<file path="config.mk">
export PLATFORM = sky130hd
export DESIGN_NAME = circle_row_rasterizer_core
export DESIGN_NICKNAME = d
export VERILOG_FILES = /design/src/hdl/crr_pkg.sv /design/src/hdl/crr_root_stage.sv /design/src/hdl/circle_row_rasterizer_core.sv
export SDC_FILE = /design/constraint.sdc
export NUM_CORES = 1
export LEC_CHECK = 0
export BUFFER_PORTS_ARGS = -buffer_cell sky130_fd_sc_hd__buf_2
export CORE_MARGIN = 1.5
export CORE_UTILIZATION = 45
export CTS_CLUSTER_DIAMETER = 80
export CTS_CLUSTER_SIZE = 40
export DETAILED_ROUTE_END_ITERATION = 8
export GPL_ROUTABILITY_DRIVEN = 0
export GPL_TIMING_DRIVEN = 0
export HOLD_SLACK_MARGIN = 0.15
export PLACE_DENSITY_LB_ADDON = 0.12
export SLEW_MARGIN = 5
export SYNTH_ARGS = -nofsm -noshare
export SYNTH_HDL_FRONTEND = slang
export SYNTH_SLANG_ARGS = --single-unit
</file>
<file path="constraint.sdc">
create_clock -name clock -period 10.7 [get_ports clock]
set_input_delay 1.605 -clock clock [delete_from_list [all_inputs] [get_ports clock]]
set_output_delay 1.605 -clock clock [all_outputs]
set_load 0.02 [all_outputs]
</file>
<file path="src/hdl/crr_pkg.sv">
`timescale 1ns / 1ps

package crr_pkg;

   localparam int RADIUS_BITS = 10;
   localparam int COORD_BITS  = 12;
   localparam int OUT_BITS    = COORD_BITS + 1;

   localparam int ROOT_STAGES = (RADIUS_BITS + 1) / 2;
   localparam int ROOT_BITS   = 2 * ROOT_STAGES;
   localparam int NUM_BITS    = 2 * ROOT_BITS;
   localparam int REM_BITS    = ROOT_BITS + 2;
   localparam int DX_SHIFT    = ROOT_BITS - RADIUS_BITS;
   localparam int PAD_SHIFT   = 2 * DX_SHIFT;
   localparam int PROD_BITS   = 2 * RADIUS_BITS + 1;
   localparam int CALC_BITS   = ((COORD_BITS > RADIUS_BITS) ? COORD_BITS : RADIUS_BITS) + 3;

   localparam logic [1:0] LAST_LINE  = 2'd1;
   localparam logic [1:0] LAST_POINT = 2'd3;

   typedef struct packed {
      logic                  pt;
      logic [COORD_BITS-1:0] cx;
      logic [OUT_BITS-1:0]   y_low;
      logic [OUT_BITS-1:0]   y_high;
      logic [NUM_BITS-1:0]   n;
      logic [REM_BITS-1:0]   rem;
      logic [ROOT_BITS-1:0]  root;
   } crr_item_type;

   typedef struct packed {
      logic                pt;
      logic [OUT_BITS-1:0] x_plus;
      logic [OUT_BITS-1:0] x_minus;
      logic [OUT_BITS-1:0] y_low;
      logic [OUT_BITS-1:0] y_high;
   } crr_out_type;

   // one digit of the restoring square root, top two bits of n first
   function automatic crr_item_type root_step(crr_item_type a);
      crr_item_type         b;
      logic [REM_BITS-1:0]  cur;
      logic [REM_BITS-1:0]  trial;
      b     = a;
      cur   = {a.rem[REM_BITS-3:0], a.n[NUM_BITS-1 -: 2]};
      trial = {a.root, 2'b01};
      if (cur >= trial) begin
         b.rem  = cur - trial;
         b.root = {a.root[ROOT_BITS-2:0], 1'b1};
      end else begin
         b.rem  = cur;
         b.root = {a.root[ROOT_BITS-2:0], 1'b0};
      end
      b.n = a.n << 2;
      return b;
   endfunction

endpackage

</file>
<file path="src/hdl/crr_root_stage.sv">
`timescale 1ns / 1ps

module crr_root_stage (
   input  logic                 clock,
   input  logic                 reset,
   input  logic                 in_valid,
   input  crr_pkg::crr_item_type in_item,
   output logic                 in_ready,
   output logic                 out_valid,
   output crr_pkg::crr_item_type out_item,
   input  logic                 out_ready
);

   logic                  valid_ff;
   crr_pkg::crr_item_type item_ff;
   crr_pkg::crr_item_type item_in;

   assign item_in   = crr_pkg::root_step(crr_pkg::root_step(in_item));
   assign in_ready  = !valid_ff || out_ready;
   assign out_valid = valid_ff;
   assign out_item  = item_ff;

   always_ff @(posedge clock) begin
      if (reset) begin
         valid_ff <= 1'b0;
      end else if (in_ready) begin
         valid_ff <= in_valid;
      end
   end

   always_ff @(posedge clock) begin
      if (in_ready && in_valid) begin
         item_ff <= item_in;
      end
   end

endmodule

</file>
<file path="src/hdl/circle_row_rasterizer_core.sv">
`timescale 1ns / 1ps
// Circle row rasterizer.
// Input channel req_*: one circle row per transfer (mode, centre, radius, row).
// Result channel rsp_*: the spans or points of that row, one per transfer,
// with rsp_last high on the final one. Fill rows give two lines, outline
// row 0 gives two cap lines, outline rows 1..r give four points. Rows past
// the radius, and fill row 0, give nothing and are dropped at the first stage.
// Pipeline: input stage (multiply for 2*r*dy - dy*dy), five square root
// stages of two digits each, an add stage for the x ends, and the output
// register. A new row is taken every cycle while the pipeline has room;
// sustained rate is set by the output register, which sends one result per
// cycle while rsp_ready is high.
// When rsp_ready is low the output register holds and each stage keeps its
// item until the next one frees up, so req_ready falls only once the whole
// pipeline is full. Nothing is lost or repeated.
// Synchronous reset empties all stages; there is no other state.
module circle_row_rasterizer_core (
   input  logic                                  clock,
   input  logic                                  reset,
   input  logic                                  req_valid,
   output logic                                  req_ready,
   input  logic                                  req_op,
   input  logic signed [crr_pkg::COORD_BITS-1:0] req_center_x,
   input  logic signed [crr_pkg::COORD_BITS-1:0] req_center_y,
   input  logic [crr_pkg::RADIUS_BITS-1:0]       req_radius,
   input  logic [crr_pkg::RADIUS_BITS-1:0]       req_row,
   output logic                                  rsp_valid,
   input  logic                                  rsp_ready,
   output logic                                  rsp_kind,
   output logic signed [crr_pkg::OUT_BITS-1:0]   rsp_x_start,
   output logic signed [crr_pkg::OUT_BITS-1:0]   rsp_y_start,
   output logic signed [crr_pkg::OUT_BITS-1:0]   rsp_x_end,
   output logic signed [crr_pkg::OUT_BITS-1:0]   rsp_y_end,
   output logic                                  rsp_last
);

   localparam int NS = crr_pkg::ROOT_STAGES;
   localparam int RB = crr_pkg::RADIUS_BITS;
   localparam int CB = crr_pkg::COORD_BITS;
   localparam int OB = crr_pkg::OUT_BITS;
   localparam int CW = crr_pkg::CALC_BITS;

   // input stage
   logic                      a_valid_ff;
   logic                      a_valid_in;
   crr_pkg::crr_item_type     a_item_ff;
   crr_pkg::crr_item_type     a_item_in;
   logic                      keep;
   logic [RB:0]               two_r;
   logic [RB:0]               two_r_minus;
   logic [crr_pkg::PROD_BITS-1:0] prod;
   logic [2*RB-1:0]           num;
   logic [CW-1:0]             cy_w;
   logic [CW-1:0]             r_w;
   logic [CW-1:0]             dy_w;
   logic [CW-1:0]             y_low_w;
   logic [CW-1:0]             y_high_w;

   assign keep        = (req_row <= req_radius) && (req_op || (req_row != '0));
   assign two_r       = {req_radius, 1'b0};
   assign two_r_minus = two_r - {1'b0, req_row};
   assign prod        = {{(RB+1){1'b0}}, req_row} * {{RB{1'b0}}, two_r_minus};
   assign num         = (req_row == '0) ? (2*RB)'(two_r) : prod[2*RB-1:0];
   assign cy_w        = {{(CW-CB){req_center_y[CB-1]}}, req_center_y};
   assign r_w         = {{(CW-RB){1'b0}}, req_radius};
   assign dy_w        = {{(CW-RB){1'b0}}, req_row};
   assign y_low_w     = cy_w + r_w - dy_w;
   assign y_high_w    = cy_w - r_w + dy_w;

   always_comb begin
      a_item_in        = '0;
      a_item_in.pt     = req_op && (req_row != '0);
      a_item_in.cx     = req_center_x;
      a_item_in.y_low  = y_low_w[OB-1:0];
      a_item_in.y_high = y_high_w[OB-1:0];
      a_item_in.n      = crr_pkg::NUM_BITS'(num) << crr_pkg::PAD_SHIFT;
   end

   logic                  root_valid [0:NS];
   logic                  root_ready [0:NS];
   crr_pkg::crr_item_type root_item  [0:NS];

   assign req_ready  = !a_valid_ff || root_ready[0];
   assign a_valid_in = req_valid && keep;

   always_ff @(posedge clock) begin
      if (reset) begin
         a_valid_ff <= 1'b0;
      end else if (req_ready) begin
         a_valid_ff <= a_valid_in;
      end
   end

   always_ff @(posedge clock) begin
      if (req_ready && a_valid_in) begin
         a_item_ff <= a_item_in;
      end
   end

   assign root_valid[0] = a_valid_ff;
   assign root_item[0]  = a_item_ff;

   // square root stages
   genvar s;
   generate
      for (s = 0; s < NS; s++) begin : g_root
         crr_root_stage u_stage (
            .clock     (clock),
            .reset     (reset),
            .in_valid  (root_valid[s]),
            .in_item   (root_item[s]),
            .in_ready  (root_ready[s]),
            .out_valid (root_valid[s+1]),
            .out_item  (root_item[s+1]),
            .out_ready (root_ready[s+1])
         );
      end
   endgenerate

   // add stage: x ends
   logic                 b_valid_ff;
   logic                 b_ready;
   crr_pkg::crr_out_type b_item_ff;
   crr_pkg::crr_out_type b_item_in;
   logic [RB-1:0]        dx;
   logic [CW-1:0]        cx_w;
   logic [CW-1:0]        dx_w;
   logic [CW-1:0]        xp_w;
   logic [CW-1:0]        xm_w;
   logic                 o_free;

   assign dx   = RB'(root_item[NS].root >> crr_pkg::DX_SHIFT);
   assign cx_w = {{(CW-CB){root_item[NS].cx[CB-1]}}, root_item[NS].cx};
   assign dx_w = {{(CW-RB){1'b0}}, dx};
   assign xp_w = cx_w + dx_w;
   assign xm_w = cx_w - dx_w;

   always_comb begin
      b_item_in.pt      = root_item[NS].pt;
      b_item_in.x_plus  = xp_w[OB-1:0];
      b_item_in.x_minus = xm_w[OB-1:0];
      b_item_in.y_low   = root_item[NS].y_low;
      b_item_in.y_high  = root_item[NS].y_high;
   end

   assign b_ready        = !b_valid_ff || o_free;
   assign root_ready[NS] = b_ready;

   always_ff @(posedge clock) begin
      if (reset) begin
         b_valid_ff <= 1'b0;
      end else if (b_ready) begin
         b_valid_ff <= root_valid[NS];
      end
   end

   always_ff @(posedge clock) begin
      if (b_ready && root_valid[NS]) begin
         b_item_ff <= b_item_in;
      end
   end

   // output register, one result per transfer
   logic                 o_valid_ff;
   logic [1:0]           cnt_ff;
   crr_pkg::crr_out_type o_item_ff;

   assign rsp_valid   = o_valid_ff;
   assign rsp_last    = o_item_ff.pt ? (cnt_ff == crr_pkg::LAST_POINT)
                                     : (cnt_ff == crr_pkg::LAST_LINE);
   assign rsp_kind    = o_item_ff.pt;
   assign rsp_y_start = cnt_ff[0] ? o_item_ff.y_high : o_item_ff.y_low;
   assign rsp_y_end   = rsp_y_start;
   assign rsp_x_start = (o_item_ff.pt && !cnt_ff[1]) ? o_item_ff.x_plus : o_item_ff.x_minus;
   assign rsp_x_end   = (o_item_ff.pt && cnt_ff[1]) ? o_item_ff.x_minus : o_item_ff.x_plus;
   assign o_free      = !o_valid_ff || (rsp_ready && rsp_last);

   always_ff @(posedge clock) begin
      if (reset) begin
         o_valid_ff <= 1'b0;
         cnt_ff     <= '0;
      end else if (o_free) begin
         o_valid_ff <= b_valid_ff;
         cnt_ff     <= '0;
      end else if (rsp_ready) begin
         cnt_ff     <= cnt_ff + 2'd1;
      end
   end

   always_ff @(posedge clock) begin
      if (o_free && b_valid_ff) begin
         o_item_ff <= b_item_ff;
      end
   end

   a_line_count: assert property (@(posedge clock) disable iff (reset)
      (o_valid_ff && !o_item_ff.pt) |-> (cnt_ff <= crr_pkg::LAST_LINE))
      else $error("line row counter past its last result");

   a_last_restarts: assert property (@(posedge clock) disable iff (reset)
      (rsp_valid && rsp_ready && rsp_last) |=> (cnt_ff == 2'd0))
      else $error("counter not cleared after last transfer");

   a_stall_holds: assert property (@(posedge clock) disable iff (reset)
      (rsp_valid && !rsp_ready) |=> (rsp_valid && $stable(cnt_ff) && $stable(o_item_ff)))
      else $error("output register changed while stalled");

   a_point_shape: assert property (@(posedge clock) disable iff (reset)
      (rsp_valid && rsp_kind) |-> (rsp_x_end == rsp_x_start))
      else $error("point result with differing x ends");

endmodule
</file>
==> impl_metrics.ini <==
[clock_network]
clk_latency_ns = 0.60
clockBufferDepth = 3
cts_setup_buffers = 0
cts_made_buffers = 25
ctsResizeCount = 0
tritoncts = done
cts_sinks = 467
cts_root_buf = clkbuf_16
clk_pin_slew_ns = 0.12
cts_max_level = 1
postCtsHoldBufs = 0

[drt]
drc = 0
wl_um = 44800
first_pass_iters = 5
wl_per_cell_um = 16.2
viasPerCell = 5.18
first_iter_violations = 509
ant_nets = 0
routed-via-count = 14354

[worst_setup_path]
worstSetupPathType = primary input to register
reg2regPathDepth = 16
crit_top_cell = inv_1
path_max_fanout = 10
slowest_delay_ns = 0.78
crit_arrival_ns = 9.90
endpoint_kind = register
start_kind = primary input
crit_slowest_cell = xnor2_1
r2r_slack_ns = 6.24
critPathRequiredTime_ns = 11.11

[yosys]
synthArstFlopShare_pct = 0
ys.flop_type = edfxtp_1
synth_area_per_cell_um2 = 13.0
yosysUniqueCellTypes = 87
yosys_warnings = 0
synth_edf_count = 457
ys_top_cells_by_area = edfxtp_1, ha_1, fa_1
yosys.area.top_type_share_pct = 55.2
synth_cells = 1911
ys_seq_area_share_pct = 56.0
ys_ff_latch = 467
synthesis.area_um2 = 24900
synth_most_common_cell = edfxtp_1
syn-num-nets = 2230
synthTopCellsByCount = edfxtp_1, inv_1, ha_1, nor2_1, nand2_1
yosysTopAreaCell = edfxtp_1

[sta]
worstMarginPinSlew_ns = 1.20
rsz0062_at_grt = false
max_freq_mhz = 105
setup_tns_ns = 0
maxSlewHeadroom_pct = 19.2
min_period_over_period_pct = 88.7
maxSlewViolCount = 0
finalSetupViolations = 0
skew_ns = 0.0472
hold_violations = 0
period_minus_slack_ns = 9.49

[placed_design]
portBuffers = 103
place_area_um2 = 26700
detailed_place_hpwl_um = 34700
post-place-cells = 2724

[run]
drv_cap = 0

[die]
num_rows = 85
chipWidth_um = 238
die_area_um2 = 56700
ioPinCount = 105
initial_core_util_pct = 45.9
die_h_um = 238
core-area_um2 = 54200

[pwr]
power_density_nw_per_um2 = 212
p_leak_nw = 11.0
peakVddDrop_uv = 499

[final_layout]
syn_to_final_growth_pct = 11.5
instances_no_fill = 2770
multi_input_area_um2 = 9960
fin_util_pct = 51.2
fillers = 4706
antenna_cells = 0
seqCellArea_um2 = 13900
drive_above_1_share_pct = 12.9
layout.nets = 2374
final_area_um2 = 27700

[grt]
grt-ovfl-total = 0
first_global_vias = 14403
grt_pass1_wl_um = 73400
grt.total_usage_pct = 16.0
antenna_found_initial = 1
grt_max_degree = 41

[min_path]
holdPathStages = 0
hold_class = register to register

[run_status]
outcome = finished clean
-- path summary, 6_finish.rpt --
| check | from | endpoint |
|---|---|---|
| max | req_row[1] | a_item_ff[41] |
| min | g_root[1].u_stage.out_item[33] | g_root[2].u_stage.out_item[37] |
| max reg2reg | g_root[1].u_stage.out_item[40] | g_root[2].u_stage.out_item[16] |
| min reg2reg | g_root[1].u_stage.out_item[33] | g_root[2].u_stage.out_item[37] |
-- routing by layer --
metal	global-route usage, %	wire (µm)
met2	29.0	22400
met3	1.85	1260
met4	5.73	1650
met5	0	11
met1	19.8	19500
-- cell usage in the layout, fill, tap and decap left out, types with 20 or more instances in the layout --
master / synthesis / layout
mux2_2: 40 / 40
nand3_1: 27 / 27
inv_1: 224 / 224
fa_1: 92 / 92
clkbuf_16: 0 / 25
edfxtp_1: 457 / 457
buf_2: 1 / 104
and2_1: 54 / 53
o21ai_0: 51 / 51
nor2b_1: 24 / 22
xnor2_1: 68 / 68
a21oi_1: 91 / 90
nand2_1: 105 / 105
ha_1: 178 / 178
nor2_1: 107 / 107
nor3_1: 34 / 34
clkbuf_1: 20 / 20
a21o_1: 28 / 28
xor2_1: 39 / 39
-- through the flow --
step,setup WS [ns],total power [mW],hold slack [ns]
floorplan,2.24,4.19,0.400
finish,1.21,5.89,0.384
global route,0.635,6.38,0.382
detailed placement,0.598,4.72,0.405
global placement,0.755,4.69,0.401
CTS,1.20,5.97,0.385
-- final cells by class --
type,instances,share of cell area (%)
buffer,41,0.807
clock buffer,25,2.25
clock inverter,21,1.61
inverter,227,3.08
multi-input combinational,1176,35.9
sequential,467,50.2
tap,696,3.14
timing repair buffer,117,3.06
-- state kept, by name, indices dropped and copies added (netlist names) --
| register | flops |
|---|---|
| a_item_ff | 58 |
| a_valid_ff | 1 |
| b_item_ff | 51 |
| b_valid_ff | 1 |
| cnt_ff | 2 |
| g_root.u_stage.out_item | 297 |
| g_root.u_stage.out_valid | 5 |
| o_item_ff | 50 |
| rsp_kind | 1 |
| rsp_valid | 1 |
-- worst max-delay path, delay by kind of cell --
kind | cells | cell delay (ns)
buf+inv | 8 | 1.08
mux | 1 | 0.29
simple gates | 4 | 0.54
fa+ha+maj | 7 | 3.33
compound gates | 9 | 2.28
xor+xnor | 1 | 0.78
-- cells by family after synthesis --
group | Yosys count | synth area share, %
multiplexers | 51 | 2.33
flip-flops | 467 | 56.0
XOR/XNOR | 107 | 3.77
AND/OR/NAND/NOR | 454 | 9.40
buffers and inverters | 268 | 4.34
adder cells (fa/ha/maj) | 270 | 16.4
AO/OA/AOI/OAI | 294 | 7.84
-- power by group --
part	total, mW	switching [mW]	internal [mW]
clock	1.23	0.712	0.514
sequential	2.27	0.0334	2.23
combinational	2.39	1.35	1.05
Power figures use the tool's default switching activity.
